### src/hw/rtl/direct_ellipse_point_generator_defines.svh
// assertion macros for the ellipse point generator
`ifndef DIRECT_ELLIPSE_POINT_GENERATOR_DEFINES_SVH
`define DIRECT_ELLIPSE_POINT_GENERATOR_DEFINES_SVH

`ifndef SYNTHESIS
// property holds at every edge outside reset
`define DEPG_ASSERT(lbl, clk, rst, prop) \
  lbl: assert property (@(posedge clk) disable iff (rst) (prop)) \
    else $error("depg assertion failed");
// antecedent in one cycle implies consequent in the next
`define DEPG_ASSERT_NEXT(lbl, clk, rst, ante, cons) \
  lbl: assert property (@(posedge clk) disable iff (rst) (ante) |=> (cons)) \
    else $error("depg assertion failed");
`else
`define DEPG_ASSERT(lbl, clk, rst, prop)
`define DEPG_ASSERT_NEXT(lbl, clk, rst, ante, cons)
`endif

`endif

### src/hw/rtl/depg_pkg.sv
`default_nettype none
package depg_pkg;

  // region codes
  localparam logic [1:0] REG_DONE = 2'd0;
  localparam logic [1:0] REG_ONE  = 2'd1;
  localparam logic [1:0] REG_TWO  = 2'd2;

  typedef struct packed {
    logic load;
    logic step;
    logic sqr;
    logic mul;
    logic div_init;
    logic div_step;
    logic sqrt_init;
    logic sqrt_step;
    logic wb;
    logic cap;
    logic to_r2;
    logic finish;
    logic push;
    logic push_null;
  } cmd_t;

  typedef struct packed {
    logic [1:0] region;
    logic       t1;
    logic       t2;
    logic       out_free;
  } status_t;

endpackage
`default_nettype wire

### src/hw/rtl/depg_datapath.sv
`default_nettype none
module depg_datapath #(
  parameter int COORD_BITS  = 12,
  parameter int RADIUS_BITS = 11,
  parameter int FRAC_BITS   = 8
) (
  input  wire                         clk,
  input  wire                         rst,
  input  depg_pkg::cmd_t              cmd,
  output depg_pkg::status_t           status,
  input  wire  [COORD_BITS-1:0]       center_x,
  input  wire  [COORD_BITS-1:0]       center_y,
  input  wire  [RADIUS_BITS-1:0]      radius_a,
  input  wire  [RADIUS_BITS-1:0]      radius_b,
  input  wire                         out_ready,
  output logic                        out_valid,
  output logic                        res_valid,
  output logic                        res_last,
  output logic [8*(COORD_BITS+2)-1:0] pts
);
  import depg_pkg::*;

  localparam int POS = RADIUS_BITS + FRAC_BITS;
  localparam int SQ  = 2 * RADIUS_BITS;
  localparam int QW  = 2 * POS;
  localparam int OB  = COORD_BITS + 2;
  localparam int SW  = ((OB > RADIUS_BITS + 1) ? OB : RADIUS_BITS + 1) + 1;
  localparam logic [POS-1:0] ONE  = POS'(1) << FRAC_BITS;
  localparam logic [POS:0]   HALF = (POS + 1)'(1) << (FRAC_BITS - 1);

  logic [COORD_BITS-1:0]  cx, cy;
  logic [RADIUS_BITS-1:0] rb;
  logic [SQ-1:0]          a2, b2, sq, rem;
  logic [POS-1:0]         pos_x, pos_y, root;
  logic [1:0]             region;
  logic [2*SQ-1:0]        numer;
  logic [QW-1:0]          dq;
  logic [POS+1:0]         sr;
  logic [SQ+POS-1:0]      bx, ay;
  logic [RADIUS_BITS:0]   pend_ox, pend_oy;

  logic                   r1;
  logic [RADIUS_BITS-1:0] coord;
  logic [SQ-1:0]          big, mulv, dvs, diff;
  logic [SQ:0]            rem2, rem_sub;
  logic                   dge;
  logic [POS+3:0]         sr2, trial, sr_sub;
  logic                   sge;
  logic [POS:0]           rx, ry;
  logic [SW-1:0]          xp, xm, yp, ym;

  assign r1    = (region == REG_ONE);
  assign coord = r1 ? pos_y[POS-1:FRAC_BITS] : pos_x[POS-1:FRAC_BITS];
  assign big   = r1 ? b2 : a2;
  assign mulv  = r1 ? a2 : b2;
  assign dvs   = r1 ? b2 : a2;
  assign diff  = (sq > big) ? '0 : big - sq;

  // restoring divide, one quotient bit a step
  assign rem2    = {rem, dq[QW-1]};
  assign dge     = (rem2 >= {1'b0, dvs});
  assign rem_sub = rem2 - {1'b0, dvs};

  // digit-by-digit root, two radicand bits a step
  assign sr2    = {sr, dq[QW-1:QW-2]};
  assign trial  = {2'b00, root, 2'b01};
  assign sge    = (sr2 >= trial);
  assign sr_sub = sr2 - trial;

  assign rx = {1'b0, pos_x} + HALF;
  assign ry = {1'b0, pos_y} + HALF;

  assign xp = SW'(cx) + SW'(pend_ox);
  assign xm = SW'(cx) - SW'(pend_ox);
  assign yp = SW'(cy) + SW'(pend_oy);
  assign ym = SW'(cy) - SW'(pend_oy);

  always_ff @(posedge clk) begin
    bx <= (SQ + POS)'(b2) * (SQ + POS)'(pos_x);
    ay <= (SQ + POS)'(a2) * (SQ + POS)'(pos_y);
    if (cmd.load) begin
      cx    <= center_x;
      cy    <= center_y;
      rb    <= radius_b;
      a2    <= SQ'(radius_a) * SQ'(radius_a);
      b2    <= SQ'(radius_b) * SQ'(radius_b);
      pos_x <= {radius_a, {FRAC_BITS{1'b0}}};
      pos_y <= '0;
    end
    if (cmd.step) begin
      if (r1) begin
        pos_y <= pos_y + ONE;
      end else begin
        pos_x <= pos_x + ONE;
      end
    end
    if (cmd.sqr) sq <= SQ'(coord) * SQ'(coord);
    if (cmd.mul) numer <= (2 * SQ)'(mulv) * (2 * SQ)'(diff);
    if (cmd.div_init) begin
      rem <= numer[2*SQ-1:SQ];
      dq  <= {numer[SQ-1:0], {(2 * FRAC_BITS){1'b0}}};
    end
    if (cmd.div_step) begin
      rem <= dge ? rem_sub[SQ-1:0] : rem2[SQ-1:0];
      dq  <= {dq[QW-2:0], dge};
    end
    if (cmd.sqrt_init) begin
      sr   <= '0;
      root <= '0;
    end
    if (cmd.sqrt_step) begin
      sr   <= sge ? sr_sub[POS+1:0] : sr2[POS+1:0];
      root <= {root[POS-2:0], sge};
      dq   <= {dq[QW-3:0], 2'b00};
    end
    if (cmd.wb) begin
      if (r1) begin
        pos_x <= (dvs == '0) ? '0 : root;
      end else begin
        pos_y <= (dvs == '0) ? '0 : root;
      end
    end
    if (cmd.cap) begin
      pend_ox <= rx[POS:FRAC_BITS];
      pend_oy <= ry[POS:FRAC_BITS];
    end
    if (cmd.to_r2) begin
      pos_x <= '0;
      pos_y <= {rb, {FRAC_BITS{1'b0}}};
    end
    if (cmd.push) begin
      res_valid <= 1'b1;
      res_last  <= (region == REG_DONE);
      pts       <= {yp[OB-1:0], xm[OB-1:0], ym[OB-1:0], xm[OB-1:0],
                    ym[OB-1:0], xp[OB-1:0], yp[OB-1:0], xp[OB-1:0]};
    end else if (cmd.push_null) begin
      res_valid <= 1'b0;
      res_last  <= 1'b0;
      pts       <= '0;
    end
  end

  // mirror points packed from low: xrl yrl xru yru xlu ylu xll yll

  always_ff @(posedge clk) begin
    if (rst) begin
      region    <= REG_DONE;
      out_valid <= 1'b0;
    end else begin
      if (cmd.load) region <= REG_ONE;
      else if (cmd.to_r2) region <= REG_TWO;
      else if (cmd.finish) region <= REG_DONE;
      if (cmd.push || cmd.push_null) out_valid <= 1'b1;
      else if (out_ready) out_valid <= 1'b0;
    end
  end

  assign status.region   = region;
  assign status.t1       = (bx > ay);
  assign status.t2       = (bx < ay);
  assign status.out_free = !out_valid || out_ready;

endmodule
`default_nettype wire

### src/hw/rtl/depg_controller.sv
`default_nettype none
`include "direct_ellipse_point_generator_defines.svh"
module depg_controller #(
  parameter int RADIUS_BITS = 11,
  parameter int FRAC_BITS   = 8
) (
  input  wire                clk,
  input  wire                rst,
  input  wire                in_valid,
  input  wire                mode,
  output logic               in_ready,
  input  depg_pkg::status_t  status,
  output depg_pkg::cmd_t     cmd
);
  import depg_pkg::*;

  localparam int POS = RADIUS_BITS + FRAC_BITS;
  localparam int QW  = 2 * POS;
  localparam int CW  = $clog2(QW);
  localparam logic [CW-1:0] DIV_LAST  = CW'(QW - 1);
  localparam logic [CW-1:0] SQRT_LAST = CW'(POS - 1);

  localparam logic [3:0] S_IDLE = 4'd0;
  localparam logic [3:0] S_SQR  = 4'd1;
  localparam logic [3:0] S_MUL  = 4'd2;
  localparam logic [3:0] S_DIVI = 4'd3;
  localparam logic [3:0] S_DIV  = 4'd4;
  localparam logic [3:0] S_SQRT = 4'd5;
  localparam logic [3:0] S_WB   = 4'd6;
  localparam logic [3:0] S_PROD = 4'd7;
  localparam logic [3:0] S_T1   = 4'd8;
  localparam logic [3:0] S_T2W  = 4'd9;
  localparam logic [3:0] S_T2   = 4'd10;
  localparam logic [3:0] S_PUSH = 4'd11;
  localparam logic [3:0] S_NULL = 4'd12;

  logic [3:0]    state, state_next;
  logic [CW-1:0] cnt, cnt_next;

  assign in_ready = (state == S_IDLE);

  always_comb begin
    cmd        = '0;
    state_next = state;
    cnt_next   = cnt;
    case (state)
      S_IDLE: begin
        if (in_valid) begin
          if (!mode) begin
            cmd.load   = 1'b1;
            state_next = S_PROD;
          end else if (status.region == REG_DONE) begin
            state_next = S_NULL;
          end else begin
            cmd.step   = 1'b1;
            state_next = S_SQR;
          end
        end
      end
      S_SQR: begin
        cmd.sqr    = 1'b1;
        state_next = S_MUL;
      end
      S_MUL: begin
        cmd.mul    = 1'b1;
        state_next = S_DIVI;
      end
      S_DIVI: begin
        cmd.div_init = 1'b1;
        cnt_next     = '0;
        state_next   = S_DIV;
      end
      S_DIV: begin
        cmd.div_step = 1'b1;
        cnt_next     = cnt + 1'b1;
        if (cnt == DIV_LAST) begin
          cmd.sqrt_init = 1'b1;
          cnt_next      = '0;
          state_next    = S_SQRT;
        end
      end
      S_SQRT: begin
        cmd.sqrt_step = 1'b1;
        cnt_next      = cnt + 1'b1;
        if (cnt == SQRT_LAST) state_next = S_WB;
      end
      S_WB: begin
        cmd.wb     = 1'b1;
        state_next = S_PROD;
      end
      S_PROD: begin
        cmd.cap    = 1'b1;
        state_next = S_T1;
      end
      S_T1: begin
        if (status.region == REG_ONE && !status.t1) begin
          cmd.to_r2  = 1'b1;
          state_next = S_T2W;
        end else begin
          state_next = S_T2;
        end
      end
      S_T2W: state_next = S_T2;
      S_T2: begin
        if (status.region == REG_TWO && !status.t2) cmd.finish = 1'b1;
        state_next = S_PUSH;
      end
      S_PUSH: begin
        if (status.out_free) begin
          cmd.push   = 1'b1;
          state_next = S_IDLE;
        end
      end
      S_NULL: begin
        if (status.out_free) begin
          cmd.push_null = 1'b1;
          state_next    = S_IDLE;
        end
      end
      default: state_next = S_IDLE;
    endcase
  end

  always_ff @(posedge clk) begin
    if (rst) begin
      state <= S_IDLE;
      cnt   <= '0;
    end else begin
      state <= state_next;
      cnt   <= cnt_next;
    end
  end

  `DEPG_ASSERT_NEXT(a_div_to_root, clk, rst, state == S_DIV && cnt == DIV_LAST, state == S_SQRT)
  `DEPG_ASSERT(a_one_action, clk, rst, $onehot0({cmd.load, cmd.step, cmd.wb, cmd.push, cmd.push_null}))
  `DEPG_ASSERT(a_push_room, clk, rst, !(cmd.push || cmd.push_null) || status.out_free)

endmodule
`default_nettype wire

### src/hw/rtl/direct_ellipse_point_generator.sv
// channel | dir | tdata (low bit up)                         | tuser     | tlast
// s_      | in  | center_x, center_y, radius_a, radius_b      | mode      | -
// m_      | out | px/py right_low, right_up, left_up, left_low | valid_res | last
// start item: load, rounding, region tests, push, with a wait state (S_T2W)
//   when region two begins at once
// step item: advance, square, multiply, divide, root, write-back, then rounding,
//   region tests and push, with a wait state (S_T2W) on a region change
// one item in work at a time; s_tready is high only while idle
// an output register holds the result, so a stalled m_tready stalls only the next push
// rst is synchronous; after it a step item answers with an empty result
`default_nettype none
module direct_ellipse_point_generator #(
  parameter int COORD_BITS  = 12,
  parameter int RADIUS_BITS = 11,
  parameter int FRAC_BITS   = 8
) (
  input  wire  clk,
  input  wire  rst,
  input  wire  s_tvalid,
  output logic s_tready,
  // center_x, center_y, radius_a, radius_b, zero fill
  input  wire  [((2*COORD_BITS+2*RADIUS_BITS+7)/8)*8-1:0] s_tdata,
  // mode: 0 start, 1 step
  input  wire  s_tuser,
  output logic m_tvalid,
  input  wire  m_tready,
  // px_right_low, py_right_low, px_right_up, py_right_up,
  // px_left_up, py_left_up, px_left_low, py_left_low
  output logic [((8*(COORD_BITS+2)+7)/8)*8-1:0] m_tdata,
  // valid_res
  output logic m_tuser,
  output logic m_tlast
);
  import depg_pkg::*;

  localparam int OB  = COORD_BITS + 2;
  localparam int MTW = ((8 * OB + 7) / 8) * 8;

  cmd_t               cmd;
  status_t            status;
  logic [8*OB-1:0]    pts;

  depg_controller #(
    .RADIUS_BITS(RADIUS_BITS),
    .FRAC_BITS  (FRAC_BITS)
  ) u_ctrl (
    .clk     (clk),
    .rst     (rst),
    .in_valid(s_tvalid),
    .mode    (s_tuser),
    .in_ready(s_tready),
    .status  (status),
    .cmd     (cmd)
  );

  depg_datapath #(
    .COORD_BITS (COORD_BITS),
    .RADIUS_BITS(RADIUS_BITS),
    .FRAC_BITS  (FRAC_BITS)
  ) u_dp (
    .clk      (clk),
    .rst      (rst),
    .cmd      (cmd),
    .status   (status),
    .center_x (s_tdata[COORD_BITS-1:0]),
    .center_y (s_tdata[2*COORD_BITS-1:COORD_BITS]),
    .radius_a (s_tdata[2*COORD_BITS+RADIUS_BITS-1:2*COORD_BITS]),
    .radius_b (s_tdata[2*COORD_BITS+2*RADIUS_BITS-1:2*COORD_BITS+RADIUS_BITS]),
    .out_ready(m_tready),
    .out_valid(m_tvalid),
    .res_valid(m_tuser),
    .res_last (m_tlast),
    .pts      (pts)
  );

  assign m_tdata = MTW'(pts);

endmodule
`default_nettype wire
### config.mk
export PLATFORM = sky130hd
export DESIGN_NAME = direct_ellipse_point_generator
export DESIGN_NICKNAME = d
export VERILOG_FILES = /design/src/hw/rtl/depg_pkg.sv /design/src/hw/rtl/depg_datapath.sv /design/src/hw/rtl/depg_controller.sv /design/src/hw/rtl/direct_ellipse_point_generator.sv
export VERILOG_INCLUDE_DIRS = /design/src /design/src/hw/rtl
export SDC_FILE = /design/constraint.sdc
export NUM_CORES = 2
export LEC_CHECK = 0
export ABC_AREA = 1
export ABC_CLOCK_PERIOD_IN_PS = 9800
export BUFFER_PORTS_ARGS = -buffer_cell sky130_fd_sc_hd__buf_2
export CORE_MARGIN = 4
export CORE_UTILIZATION = 60
export CTS_CLUSTER_SIZE = 16
export DETAILED_ROUTE_END_ITERATION = 7
export PLACE_DENSITY_LB_ADDON = 0.2
export SLEW_MARGIN = 20
export SYNTH_ARGS = -nofsm -noshare
export SYNTH_HDL_FRONTEND = slang
export SYNTH_SLANG_ARGS = --single-unit
### constraint.sdc
create_clock -name clk -period 9.8 [get_ports clk]
set_input_delay 1.96 -clock clk [delete_from_list [all_inputs] [get_ports clk]]
set_output_delay 1.96 -clock clk [all_outputs]
set_load 0.01 [all_outputs]
==> impl_metrics.json <==
{
  "outcome": "finished clean",
  "drc": 0,
  "r2r_slack_ns": 0.31,
  "cts_tree": "built",
  "fin_nets": 11600,
  "rsz0062_at_grt": "no",
  "grt_pass1_wl_mm": 366,
  "hp-class": "reg -> reg",
  "final.setup.tns_ns": 0,
  "criticalPathCategory": "reg -> reg",
  "cts_sinks": 450,
  "dpl.hpwl_mm": 190,
  "antenna_found_initial": 24,
  "synth_top_area_cell": "fa_1",
  "period_share_pct": 96.9,
  "synthFlopType": "edfxtp_1",
  "synth.distinct_cells": 50,
  "synth_edf_count": 314,
  "nFillCells": 11300,
  "num_rows": 131,
  "syn2layout_area_growth_pct": 6.33,
  "routed_wl_mm": 235,
  "die_h_um": 367,
  "clkTransAtPathRegs_ns": 0.07,
  "grt_max_degree": 69,
  "maxCapViolCount": 0,
  "globalplace.congestion": 1.00,
  "clock.fmax_mhz": 105,
  "synth_warnings": 0,
  "drtIter0Drc": 6000,
  "yosysSeqAreaShare_pct": 15.8,
  "report.final.slew_viol_count": 0,
  "drtAntennaViolNets": 0,
  "crit_path_end_kind": "register",
  "grt_overflow_total": 0,
  "cts_hold_buf": 0,
  "finalSetupViolCount": 0,
  "initial_core_util_pct": 60.4,
  "cpMaxStageDelayCell": "fa_1",
  "tightest_slew_ns": 1.19,
  "cts-buffers-inserted": 55,
  "arrival_ns": 9.92,
  "clock_latency_ns": 0.67,
  "synth_area_sq_mm": 0.0771,
  "coreArea_sq_mm": 0.128,
  "yosys-top-cells-area": "fa_1, edfxtp_1, ha_1",
  "dpl_worst_slack_ns": 0.317,
  "hold_viol_final": 0,
  "synth_top_cell_area_share_pct": 32.1,
  "path_max_fanout": 45,
  "synthCells": 9523,
  "htreeDepth": 2,
  "grt_pass1_vias": 64600,
  "avgRoutedWirePerCell_um": 20.8,
  "synth_common_cells": "inv_1, nand2_1, fa_1",
  "via_count": 63700,
  "final.setup_skew_ns": 0.0590,
  "clockBufferDepth": 3,
  "clockRootBuffer": "clkbuf_16",
  "worst_hold_slack_ns": 0.484,
  "avgSynthCellArea_sq_um": 8.10,
  "grtUsageTotal_pct": 35.1,
  "critPathRequiredTime_ns": 10.23,
  "drive_gt1_share_pct": 5.72,
  "fin_crit_ns": 9.49,
  "die_w_um": 367,
  "ys_seq_elements": 450,
  "synthArstFlopShare_pct": 0,
  "synth.most_common_cell": "inv_1",
  "critPathLaunchType": "register",
  "first_pass_iters": 8,
  "portBuffers": 162,
  "relSlewSlack_pct": 20.7,
  "die_area_sq_mm": 0.134,
  "cp_slowest_stage_delay_ns": 0.59,
  "setup_ws_ns": 0.308,
  "viasPerCell": 5.64,
  "io_pins": 169
}
## per-layer routing
layer	GRT usage [%]	routed length, um	vias to the layer above	part of all wire (%)
met1	49.8	97600	31200	41
met2	52.8	101000	3115	43
met3	9.48	28100	537	12
met5	1.07	265	-	0.11
li1	-	-	28900	-
met4	10.9	8640	14	3.7
## worst max-delay path: cells and delay by family, from the launching register on
family | cells | cell delay (ns)
xor gates and xnor gates | 1 | 0.37
buffers and inverters | 11 | 1.67
AOI/OAI and AO/OA | 6 | 1.65
and+or+nand+nor | 6 | 0.94
DFF | 1 | 0.35
adders and majority gates | 9 | 4.23
## state kept, by name (all words and copies together), names as in the netlist, 19 cells and up
name	cells
u_dp.bx	41
u_dp.pos_x	19
u_dp.sr	21
u_dp.root	19
u_dp.dq	38
u_dp.numer	44
u_dp.a2	21
u_dp.rem	22
u_dp.ay	41
u_dp.pos_y	19
u_dp.sq	21
u_dp.pts	50
u_dp.b2	21
## area by class of cell
cell class	count	area, sq um	area share, %
Multi-Input combinational cell	6338	54500	66.5
Inverter	2357	8860	10.8
Antenna cell	7	17.5	0.0214
Timing Repair Buffer	385	2600	3.17
Tap cell	1662	2080	2.54
Sequential cell	450	12200	14.8
Clock inverter	30	280	0.342
Clock buffer	70	1490	1.82
## metrics by stage
stage / instance area (sq um) / cells / utilization [%]
after detailed placement: 80000 / 11200 / 62.7
after CTS: 81800 / 11300 / 64.1
final: 82000 / 11300 / 64.2
after global routing: 82000 / 11300 / 64.2
after global placement: 80000 / 11200 / 62.7
after floorplan: 77200 / 9551 / -
## what timing repair did
item                                    4_1_cts  5_1_grt
resized for setup                             0       29
buffers inserted                              0        4
endpoints found under the setup margin        0       22
## kinds of logic (layout without fill, tap and decap cells)
logic type	count (synthesis)	after routing	share of synthesized area [%]
AO/OA/AOI/OAI	1016	1016	7.26
XOR/XNOR	242	242	2.75
adder cells (fa/ha/maj)	1983	1983	44.2
buffers and inverters	2764	2842	13.9
flip-flops	450	450	15.8
other	2	37	0.00974
AND/OR/NAND/NOR	3066	3067	16.1
## path summary, 6_finish.rpt
check / cells past startpoint / from / to
worst min register to register: 2 / u_dp.rb[3] / u_dp.pos_y[11]
worst max-delay path: 33 / u_dp.region[1] / u_dp.numer[25]
worst max register to register: 33 / u_dp.region[1] / u_dp.numer[25]
worst min-delay path: 2 / u_dp.rb[3] / u_dp.pos_y[11]
## layout by cell type, fill, tap and decap left out, types with 18 or more instances in the layout
| cell type | Yosys | final |
|---|---|---|
| buf_4 | 74 | 215 |
| nand2_1 | 1936 | 1936 |
| clkinv_1 | 15 | 18 |
| nor3_1 | 72 | 72 |
| or2_2 | 24 | 24 |
| fa_1 | 1235 | 1232 |
| nand3_1 | 230 | 225 |
| nand4_1 | 120 | 120 |
| o21a_1 | 25 | 25 |
| a21oi_1 | 434 | 430 |
| xnor2_1 | 80 | 80 |
| a21o_1 | 39 | 39 |
| xor2_1 | 162 | 162 |
| ha_1 | 748 | 743 |
| o22ai_1 | 19 | 19 |
| nor2_1 | 631 | 626 |
| edfxtp_1 | 314 | 314 |
| o211ai_1 | 21 | 21 |
| inv_1 | 2336 | 2334 |
| o21ai_0 | 344 | 333 |
| o21ai_1 | 11 | 18 |
| a31oi_1 | 46 | 46 |
| clkbuf_16 | 0 | 56 |
| conb_1 | 2 | 30 |
| o21bai_1 | 30 | 30 |
| dfxtp_1 | 136 | 135 |
| buf_2 | 40 | 162 |
Power is left out: the tool's default activity adds up to more than one toggle a clock period on the data nets, which glitch-free logic cannot reach.
